$ cat config.mk
export PLATFORM = sky130hd
export DESIGN_NAME = mppt_perturb_observe_duty
export DESIGN_NICKNAME = d
export VERILOG_FILES = /design/src/rtl/mppt_pkg.sv /design/src/rtl/mppt_perturb_observe_duty.sv
export SDC_FILE = /design/constraint.sdc
export NUM_CORES = 1
export LEC_CHECK = 0
export BUFFER_PORTS_ARGS = -buffer_cell sky130_fd_sc_hd__buf_4
export CAP_MARGIN = 0
export CORE_MARGIN = 2
export CORE_UTILIZATION = 58
export CTS_BUF_LIST = sky130_fd_sc_hd__clkbuf_8 sky130_fd_sc_hd__clkbuf_16
export CTS_CLUSTER_DIAMETER = 150
export CTS_CLUSTER_SIZE = 28
export DETAILED_ROUTE_END_ITERATION = 10
export GPL_TIMING_DRIVEN = 1
export PLACE_DENSITY = 0.79
export SKIP_LAST_GASP = 1
export SLEW_MARGIN = 40
export SYNTH_ARGS = -nofsm -noshare
export SYNTH_HDL_FRONTEND = slang
export SYNTH_SLANG_ARGS = --single-unit
export TNS_END_PERCENT = 10
$ cat constraint.sdc
create_clock -name clk -period 11.4 [get_ports clk]
set_input_delay 1.71 -clock clk [delete_from_list [all_inputs] [get_ports clk]]
set_output_delay 1.71 -clock clk [all_outputs]
set_load 0.005 [all_outputs]
$ cat src/rtl/mppt_pkg.sv
// Package for the perturb-and-observe duty tracker: operation codes,
// register indexes, field widths and reset constants.
// No dependencies.
package mppt_pkg;

    // Field widths.
    localparam int DUTY_BITS   = 10;
    localparam int SAMPLE_BITS = 16;
    localparam int PORT_BITS   = 16;
    localparam int POWER_BITS  = 32;
    localparam int CFG_IDX_BITS = 3;

    // Signed width that holds a duty plus or minus a step.
    localparam int WIDE_BITS = DUTY_BITS + 2;

    // Samples are masked to the sample width before use.
    localparam logic [PORT_BITS-1:0] SAMPLE_MASK =
        (SAMPLE_BITS >= PORT_BITS) ? {PORT_BITS{1'b1}}
                                   : PORT_BITS'((32'd1 << SAMPLE_BITS) - 32'd1);

    // Reset values; the duty values are in thousandths of the period.
    localparam logic [DUTY_BITS-1:0] DUTY_RESET      = 10'd100;
    localparam logic [DUTY_BITS-1:0] DUTY_MIN_RESET  = 10'd100;
    localparam logic [DUTY_BITS-1:0] DUTY_MAX_RESET  = 10'd950;
    localparam logic [DUTY_BITS-1:0] DUTY_STEP_RESET = 10'd20;
    localparam logic [DUTY_BITS-1:0] SWEEP_LOW_RESET  = 10'd100;
    localparam logic [DUTY_BITS-1:0] SWEEP_HIGH_RESET = 10'd950;
    localparam logic [DUTY_BITS-1:0] SWEEP_STEP_RESET = 10'd10;
    localparam logic [PORT_BITS-1:0] LIMIT_RESET     = 16'hFFFF;

    // Operation codes carried with each input transaction.
    typedef enum logic [2:0] {
        OP_TRACK      = 3'd0,
        OP_RESET      = 3'd1,
        OP_NUDGE_UP   = 3'd2,
        OP_NUDGE_DOWN = 3'd3,
        OP_SWEEP      = 3'd4,
        OP_LIMIT      = 3'd5
    } op_t;

    // Configuration register indexes.
    typedef enum logic [CFG_IDX_BITS-1:0] {
        REG_DUTY_MIN      = 3'd0,
        REG_DUTY_MAX      = 3'd1,
        REG_DUTY_STEP     = 3'd2,
        REG_VOLT_TRIP     = 3'd3,
        REG_CURR_TRIP     = 3'd4,
        REG_SWEEP_LOW     = 3'd5,
        REG_SWEEP_HIGH    = 3'd6,
        REG_SWEEP_STEP    = 3'd7
    } reg_idx_t;

endpackage

$ cat src/rtl/mppt_perturb_observe_duty.sv
// Perturb-and-observe maximum power point tracker producing a PWM duty.
// Throughput: one transaction per cycle unless the result register is stalled;
// the input register feeds one pass of multiply, compare and duty step/clamp
// logic into the result register.
// Reset: asynchronous, active low; all but the data payload registers reset.
// Depends on mppt_pkg.
module mppt_perturb_observe_duty (
    input  logic                             clk,
    input  logic                             rst_n,
    // Input channel.
    input  logic                             in_valid,
    output logic                             in_ready,
    input  logic [2:0]                       op,
    input  logic [mppt_pkg::PORT_BITS-1:0]   voltage_sample,
    input  logic [mppt_pkg::PORT_BITS-1:0]   current_sample,
    // Result channel.
    output logic                             out_valid,
    input  logic                             out_ready,
    output logic [mppt_pkg::DUTY_BITS-1:0]   duty_out,
    output logic                             gate_enable,
    output logic [mppt_pkg::POWER_BITS-1:0]  power_out,
    // Configuration write channel.
    input  logic                             cfg_valid,
    output logic                             cfg_ready,
    input  logic [mppt_pkg::CFG_IDX_BITS-1:0] cfg_index,
    input  logic [mppt_pkg::PORT_BITS-1:0]   cfg_data
);
    import mppt_pkg::*;

    // Configuration registers.
    logic [DUTY_BITS-1:0] duty_min_reg, duty_max_reg, duty_step_reg;
    logic [DUTY_BITS-1:0] sweep_low_reg, sweep_high_reg, sweep_step_reg;
    logic [PORT_BITS-1:0] volt_trip_reg, curr_trip_reg;

    // Tracker state.
    logic [DUTY_BITS-1:0]  duty_reg, duty_next;
    logic                  going_up_reg, going_up_next;
    logic [POWER_BITS-1:0] prev_power_reg, prev_power_next;
    logic [POWER_BITS-1:0] rep_power_reg, rep_power_next;
    logic                  driver_reg, driver_next;
    logic                  sweep_desc_reg, sweep_desc_next;

    // Input register stage.
    logic                 in_valid_reg;
    op_t                  op_reg;
    logic [PORT_BITS-1:0] volt_reg, curr_reg;

    // Result register stage.
    logic                  out_valid_reg;
    logic [DUTY_BITS-1:0]  duty_out_reg;
    logic                  driver_out_reg;
    logic [POWER_BITS-1:0] power_out_reg;

    logic advance;
    logic [PORT_BITS-1:0]  volt_m, curr_m;
    logic [POWER_BITS-1:0] product;
    logic signed [WIDE_BITS-1:0] duty_s, step_s, sweep_s, raw_duty, clamped;
    logic signed [WIDE_BITS-1:0] min_s, max_s;
    logic                  do_clamp;

    // Handshake: the input stage moves on whenever the result register is free.
    assign advance   = in_valid_reg && (!out_valid_reg || out_ready);
    assign in_ready  = !in_valid_reg || advance;
    assign cfg_ready = 1'b1;

    assign out_valid   = out_valid_reg;
    assign duty_out    = duty_out_reg;
    assign gate_enable = driver_out_reg;
    assign power_out   = power_out_reg;

    // Configuration writes.
    always_ff @(posedge clk or negedge rst_n)
    begin
        if (!rst_n)
        begin
            duty_min_reg      <= DUTY_MIN_RESET;
            duty_max_reg      <= DUTY_MAX_RESET;
            duty_step_reg     <= DUTY_STEP_RESET;
            volt_trip_reg     <= LIMIT_RESET;
            curr_trip_reg     <= LIMIT_RESET;
            sweep_low_reg     <= SWEEP_LOW_RESET;
            sweep_high_reg    <= SWEEP_HIGH_RESET;
            sweep_step_reg    <= SWEEP_STEP_RESET;
        end
        else if (cfg_valid)
        begin
            case (reg_idx_t'(cfg_index))
                REG_DUTY_MIN:      duty_min_reg      <= cfg_data[DUTY_BITS-1:0];
                REG_DUTY_MAX:      duty_max_reg      <= cfg_data[DUTY_BITS-1:0];
                REG_DUTY_STEP:     duty_step_reg     <= cfg_data[DUTY_BITS-1:0];
                REG_VOLT_TRIP:     volt_trip_reg     <= cfg_data;
                REG_CURR_TRIP:     curr_trip_reg     <= cfg_data;
                REG_SWEEP_LOW:     sweep_low_reg     <= cfg_data[DUTY_BITS-1:0];
                REG_SWEEP_HIGH:    sweep_high_reg    <= cfg_data[DUTY_BITS-1:0];
                REG_SWEEP_STEP:    sweep_step_reg    <= cfg_data[DUTY_BITS-1:0];
                default: ;
            endcase
        end
    end

    // Input register: captures one transaction at a time.
    always_ff @(posedge clk or negedge rst_n)
    begin
        if (!rst_n)
        begin
            in_valid_reg <= 1'b0;
        end
        else if (in_ready)
        begin
            in_valid_reg <= in_valid;
        end
    end

    always_ff @(posedge clk)
    begin
        if (in_valid && in_ready)
        begin
            op_reg   <= op_t'(op);
            volt_reg <= voltage_sample;
            curr_reg <= current_sample;
        end
    end

    // Power: the product of two masked samples always fits in 32 bits.
    assign volt_m  = volt_reg & SAMPLE_MASK;
    assign curr_m  = curr_reg & SAMPLE_MASK;
    assign product = POWER_BITS'(volt_m) * POWER_BITS'(curr_m);

    assign duty_s  = WIDE_BITS'(signed'({2'b00, duty_reg}));
    assign step_s  = WIDE_BITS'(signed'({2'b00, duty_step_reg}));
    assign sweep_s = WIDE_BITS'(signed'({2'b00, sweep_step_reg}));
    assign min_s   = WIDE_BITS'(signed'({2'b00, duty_min_reg}));
    assign max_s   = WIDE_BITS'(signed'({2'b00, duty_max_reg}));

    // Next state for the operation in the input register.
    always_comb
    begin
        duty_next       = duty_reg;
        going_up_next   = going_up_reg;
        prev_power_next = prev_power_reg;
        rep_power_next  = rep_power_reg;
        driver_next     = driver_reg;
        sweep_desc_next = sweep_desc_reg;
        raw_duty        = duty_s;
        do_clamp        = 1'b0;

        case (op_reg)
            OP_TRACK:
            begin
                rep_power_next = product;
                if (product != prev_power_reg)
                begin
                    prev_power_next = product;
                    if (product < prev_power_reg)
                    begin
                        going_up_next = !going_up_reg;
                    end
                end
                driver_next = 1'b1;
                raw_duty    = going_up_next ? (duty_s + step_s) : (duty_s - step_s);
                do_clamp    = 1'b1;
            end
            OP_RESET:
            begin
                driver_next    = 1'b0;
                duty_next      = DUTY_RESET;
                rep_power_next = '0;
                going_up_next  = 1'b1;
            end
            OP_NUDGE_UP:
            begin
                raw_duty = duty_s + step_s;
                do_clamp = 1'b1;
            end
            OP_NUDGE_DOWN:
            begin
                raw_duty = duty_s - step_s;
                do_clamp = 1'b1;
            end
            OP_SWEEP:
            begin
                driver_next = 1'b1;
                do_clamp    = 1'b1;
                if (!sweep_desc_reg)
                begin
                    if (duty_reg >= sweep_high_reg)
                        sweep_desc_next = 1'b1;
                    else
                        raw_duty = duty_s + sweep_s;
                end
                else
                begin
                    if (duty_reg <= sweep_low_reg)
                        sweep_desc_next = 1'b0;
                    else
                        raw_duty = duty_s - sweep_s;
                end
            end
            OP_LIMIT:
            begin
                driver_next = !((volt_m >= volt_trip_reg) ||
                                (curr_m >= curr_trip_reg));
            end
            default: ;
        endcase

        // Clamp: the upper bound is tested first.
        if (raw_duty >= max_s)
            clamped = max_s;
        else if (raw_duty <= min_s)
            clamped = min_s;
        else
            clamped = raw_duty;

        if (do_clamp)
        begin
            duty_next = clamped[DUTY_BITS-1:0];
        end
    end

    // State update, taken together with the result register.
    always_ff @(posedge clk or negedge rst_n)
    begin
        if (!rst_n)
        begin
            duty_reg       <= DUTY_RESET;
            going_up_reg   <= 1'b1;
            prev_power_reg <= '0;
            rep_power_reg  <= '0;
            driver_reg     <= 1'b0;
            sweep_desc_reg <= 1'b0;
        end
        else if (advance)
        begin
            duty_reg       <= duty_next;
            going_up_reg   <= going_up_next;
            prev_power_reg <= prev_power_next;
            rep_power_reg  <= rep_power_next;
            driver_reg     <= driver_next;
            sweep_desc_reg <= sweep_desc_next;
        end
    end

    // Result register valid flag.
    always_ff @(posedge clk or negedge rst_n)
    begin
        if (!rst_n)
        begin
            out_valid_reg <= 1'b0;
        end
        else if (advance)
        begin
            out_valid_reg <= 1'b1;
        end
        else if (out_ready)
        begin
            out_valid_reg <= 1'b0;
        end
    end

    // Result payload.
    always_ff @(posedge clk)
    begin
        if (advance)
        begin
            duty_out_reg   <= duty_next;
            driver_out_reg <= driver_next;
            power_out_reg  <= rep_power_next;
        end
    end

endmodule

== Word-level counts from Yosys, hierarchy flattened ==
Cells that the tools add are included.
Word-level totals
  register bits: 249
  bits of input ports: 59
  output and inout bits: 46
  logic and storage cells: 94
Operators by class
  $add $sub $neg: 4
  multiply operators: 1
  order comparisons: 7
  equality and inequality tests: 13
  mux-type cells: 21
  reduce and logical (&&, ||, !) cells: 26
Operator list (number)
  32-bit case mux with 2 select lines: 1
  12-bit case mux with 4 select lines: 1
  10-bit two-way mux: 4
  12-bit two-way mux: 3
  16-bit greater-or-equal comparator: 2
  32-bit less-than comparator: 1
  16-bit by 16-bit multiplier with 32-bit output: 1
  32-bit != test: 1
  10-bit by 10-bit adder with 11-bit output: 2
  10-bit by 10-bit subtractor with 11-bit output: 2
  2-bit AND reduction: 10
  3-bit == test, second input constant: 6
  3-bit by 2-bit == test with 1-bit output, second input constant: 4
  12-bit by 11-bit greater-or-equal comparator with 1-bit output: 1
  12-bit by 11-bit <= comparator with 1-bit output: 1
  11-bit two-way mux: 1
  10-bit greater-or-equal comparator: 1
  10-bit <= comparator: 1
  1-bit two-way mux: 9
  3-bit by 1-bit == test with 1-bit output, second input constant: 2
  3-bit zero test: 2
  1-bit zero test: 4
  2-bit nonzero test: 2
  4-bit OR reduction: 1
  other kinds (6): 9

== Longest topological paths before layout ==
  depth in word-level cells: 11
  gate-level depth with buffers: 45

== Worst setup path before layout ==
Ideal clock, no wire load.
  path type: reg2reg
  start: reg curr_reg[1] (netlist: curr_m[1])
  end: reg duty_out_reg[1] (netlist: duty_out[1]), data pin
  setup time: 0.266 ns
  arrival time: 10.322 ns
  setup slack: 0.811 ns
  stages on the path, launching flop included: 42
  buffers on the path: 1
  clock period less this slack: 10.589 ns
  cells stage by stage: edfxtp_1 -> clkbuf_1 -> nand2_1 -> fa_1 -> fa_1 -> inv_1 -> fa_1 -> inv_1 -> fa_1 -> inv_1 -> fa_1 -> inv_1 -> fa_1 -> inv_1 -> ha_1 -> a21o_1 -> a21o_1 -> a21oi_1 -> [... 6 more ...] -> ha_1 -> nand3_1 -> nor4_1 -> a221o_1 -> or4_4 -> a31oi_1 -> a221oi_1 -> o211ai_1 -> ha_1 -> and3_1 -> nand3_1 -> a21oi_1 -> a2111oi_0 -> o21bai_1 -> o221ai_4 -> mux2_2 -> a21oi_1 -> o21ai_1
Between the ends
  cells in the longest elaborated chain, start to end: 11
  elaborated cells between the ends (all ways): 13
RTL lines
  start: declaration: RTL line mppt_perturb_observe_duty.sv:46  | logic [PORT_BITS-1:0] volt_reg, curr_reg;
  start signal: assignment: RTL line mppt_perturb_observe_duty.sv:120  | curr_reg <= current_sample;
  16-bit by 16-bit multiplier with 32-bit output *: RTL line mppt_perturb_observe_duty.sv:127  | assign product = POWER_BITS'(volt_m) * POWER_BITS'(curr_m);
  net product[30]: RTL line mppt_perturb_observe_duty.sv:56  | logic [POWER_BITS-1:0] product;
  32-bit less-than comparator: RTL line mppt_perturb_observe_duty.sv:154  | if (product < prev_power_reg)
  1-bit two-way mux: RTL line mppt_perturb_observe_duty.sv:154
  1-bit two-way mux *: RTL line mppt_perturb_observe_duty.sv:151  | if (product != prev_power_reg)
  1-bit two-way mux *: RTL line mppt_perturb_observe_duty.sv:147  | case (op_reg)
  12-bit two-way mux *: RTL line mppt_perturb_observe_duty.sv:160  | raw_duty = going_up_next ? (duty_s + step_s) : (duty_s - step_s);
  12-bit case mux with 4 select lines *: RTL line mppt_perturb_observe_duty.sv:147
  12-bit by 11-bit <= comparator with 1-bit output: RTL line mppt_perturb_observe_duty.sv:210  | else if (raw_duty <= min_s)
  10-bit two-way mux: RTL line mppt_perturb_observe_duty.sv:210
  10-bit two-way mux *: RTL line mppt_perturb_observe_duty.sv:208  | if (raw_duty >= max_s)
  10-bit two-way mux *: RTL line mppt_perturb_observe_duty.sv:215  | if (do_clamp)
  net duty_next[1]: RTL line mppt_perturb_observe_duty.sv:36  | logic [DUTY_BITS-1:0] duty_reg, duty_next;
  end signal: assignment: RTL line mppt_perturb_observe_duty.sv:266  | duty_out_reg <= duty_next;
  end: declaration: RTL line mppt_perturb_observe_duty.sv:50  | logic [DUTY_BITS-1:0] duty_out_reg;
Mark *: on every way through the listed nets, which the timed path passes. The rest lies on a longest branch. The select of a mux whose other input is x is not followed.
A chain may end at the register's enable or synchronous reset.

== Final worst setup path ==
  start: reg curr_reg[6] (netlist: curr_m[6])
  end: reg duty_out_reg[4] (netlist: duty_out[4]), data pin
Same word-level chain as after synthesis.

==> results by group <==
Clock network
  – CTS Sinks: between 200 and 250
  – Bufs on Longest Clock Path: 3
  – CTS tree: built
  – Clock insertion delay at the later pin of the skew report: approximately 520 ps
  – Clk slew on worst S/H paths: 120 ps
  – CTS root buf: clkbuf_16
  – H-tree levels: 1
  – CTS Buf Count: 12

Logic synthesis
  – Synth Area in Adders: 0.307
  – Cell area after synthesis: approximately 23000 sq um
  – Post-synthesis async set-or-reset flop share: 0.687
  – EDFF count, synth: 78
  – Synth area leaders: fa_1 (17%), ha_1 (13%), dfrtp_1 (12%)
  – Main flop type after synthesis: dfrtp_1
  – Compound-Gate Fraction of Synth Area: 0.126
  – Number of distinct library cells after synthesis: 85
  – Synth Area in Simple Gates: 0.142
  – Sequential area share after synthesis: 0.291
  – Synthesized net count: 2902
  – Synth warn: 0
  – Main combinational cell family by area after synthesis: adder cells
  – Post-Synth XOR/XNOR Area: 0.0149
  – Multiplexer area fraction after synthesis: 0.0409
  – Post-synth top area cell: fa_1
  – Post-synth top area share: 0.172
  – Synth Instances: about 2400
  – Number of synthesized register bits: approximately 250
  – Syn Area/Cell: roughly 9.6 sq um

GRT
  – Total GRT Usage: 0.294
  – Vias in the first global route: around 18000
  – Global Route met2 Usage: 0.470
  – First-pass GRT wire length: between 90000 and 100000 microns
  – Met1 Usage GRT: 0.421
  – Grt met3 use: 0.0343
  – Grt ovf: 0
  – GR peak layer: met2
  – Antenna violations before repair: 0
  – Pin count of the biggest net entering global routing: a little over 70

STA
  – Max Fclk: ~90 MHz
  – Final Max Slew Viols: 0
  – Final setup viols: 0
  – Tmin final: between 10000 and 15000 ps
  – Slew HR: 0.448
  – Fin crit share: 0.973
  – Final-report hold violation count: 0
  – Setup TNS: 0 ps
  – Layout Skew: roughly 27 ps
  – Pin slew with the least headroom to its limit: just over 800 ps

Route
  – Via-per-instance ratio: between 5 and 6
  – DR iter-0 viols: 1584
  – # DRC: 0
  – Avg WL per Cell: roughly 20 microns
  – Total number of vias: around 18000
  – DRT Wirelength: about 60000 microns
  – Post-route ant nets: 0
  – Iteration count of the initial detailed-routing pass: 5

Die
  – Die area: between 40000 and 50000 sq um
  – Core area: approximately 39000 sq um
  – Num ports: ~110
  – Die Span Y: around 200 microns
  – Initial Utilization: 0.591
  – Die X: a little over 200 microns
  – Cell Rows: between 70 and 80

Worst hold path
  – Hold/Removal Path Class: reg2reg
  – Worst hold path depth: 2

Final layout
  – Synthesis-to-finish area growth: 10.1%
  – Commonest cells after routing, fill and taps aside: inv_1 (389), nand2_1 (322), ha_1 (247), fa_1 (198), buf_4 (180)
  – Diodes inserted: 0
  – Most common cell after layout, fill and taps aside: inv_1
  – Finished Core Util: 0.651
  – Layout cell share with drive strength beyond 1: 0.154
  – Final nets: 3019

Setup path
  – Register-to-Register Path Depth: 39
  – Most used cell, CP: fa_1
  – CP Launch Type: register
  – WP data arrival: roughly 11000 ps
  – Critical path type: reg2reg
  – Crit path largest cell delay: 600 ps
  – WP data required: 11650 ps
  – Worst setup EP type: register
  – Crit-path slowest cell: or4_4
  – Crit-path max FO: 9

Placed design
  – Dpl hpwl: roughly 46000 microns
  – Final Wtd Congestion: ~0.94
  – IO Port Bufs: between 100 and 150

Outcome
  – Status: finished clean

Run
  – Max-cap viol count: 0
==> routing by layer <==
| layer | part of all wire | wire [microns] |
|---|---|---|
| met1 | 0.44 | 26300 |
| met2 | 0.46 | 27500 |
| met3 | 0.068 | 4060 |
| met4 | 0.030 | 1820 |
| met5 | 0 | 0 |
==> cell families after synthesis <==
logic type / Yosys count
XOR/XNOR: 39
flip-flops: 249
AO/OA/AOI/OAI: 429
buffers and inverters: 468
other: 1
AND/OR/NAND/NOR: 681
adder cells (fa/ha/maj): 446
multiplexers: 84
==> stage by stage <==
stage | hold slack, ps | std cells | area (sq um) | setup slack [ps]
final | 485 | 3038 | 25300 | 309
after global routing | 505 | 3038 | 25300 | -62.8
after CTS | 488 | 3002 | 24900 | 63.0
after detailed placement | 462 | 2982 | 24500 | -109
after global placement | 454 | 2980 | 24500 | 199
after floorplan | 439 | 2397 | 23000 | 811
==> layout make-up <==
cell class / count / area [sq um]
inverters: 384 / 1440
clock inverters: 6 / 22.5
fillers: 3168 / 13600
repair buffers: 187 / 1470
flip-flops and latches: 249 / 6700
multi-input cells: 1680 / 14700
well taps: 518 / 648
clock buffers: 14 / 339
==> cell usage after synthesis (7+ instances only) <==
library cell    n
inv_1         384
nand2_1       322
ha_1          248
fa_1          198
o21ai_0       127
and2_1        126
dfrtp_1       111
a21oi_1        79
edfxtp_1       78
mux2_2         78
clkbuf_1       77
nor2_1         73
dfstp_2        60
a21o_1         33
nand2b_1       30
nand3_1        27
xnor2_1        26
nor2b_1        23
o31ai_1        18
nor3_1         17
a22o_1         15
a211oi_1       13
o21ai_1        13
xor2_1         13
nand4_1        12
o21bai_1       10
o22ai_1        10
a31oi_1         9
o21a_1          9
a221o_1         8
o211ai_1        8
or2_2           8
nor3b_1         7
==> critical path, delay by kind of cell (launching register included) <==
kind            cells  cell delay (ps)
flops               1              540
fa+ha+maj           9             4120
buf+inv             5              400
mux                 1              380
compound gates     15             3650
xor+xnor            1              240
simple gates        8             1510
==> path summary, 6_finish.rpt <==
| kind | startpoint | endpoint | slack, ps |
|---|---|---|---|
| max reg2reg | curr_m[6] | duty_out[4] | 310 |
| max | curr_m[6] | duty_out[4] | 310 |
| min in group asynchronous | rst_n | duty_step_reg[5] | 1100 |
| min | rep_power_reg[16] | rep_power_reg[16] | 480 |
| max in group asynchronous | rst_n | rep_power_reg[6] | 9310 |
| min reg2reg | rep_power_reg[16] | rep_power_reg[16] | 480 |
==> timing repair <==
action | 4_1_cts | 5_1_grt
buffers inserted | 0 | 36
cloned | 0 | 0
gates resized for setup | 2 | 19
pin swaps | 0 | 7
setup endpoints to repair | 5 | 20
hold buffers | 0 | 0
Power is not shown: default switching activity piles up to over one toggle a cycle in this logic, so the estimate is an artifact.
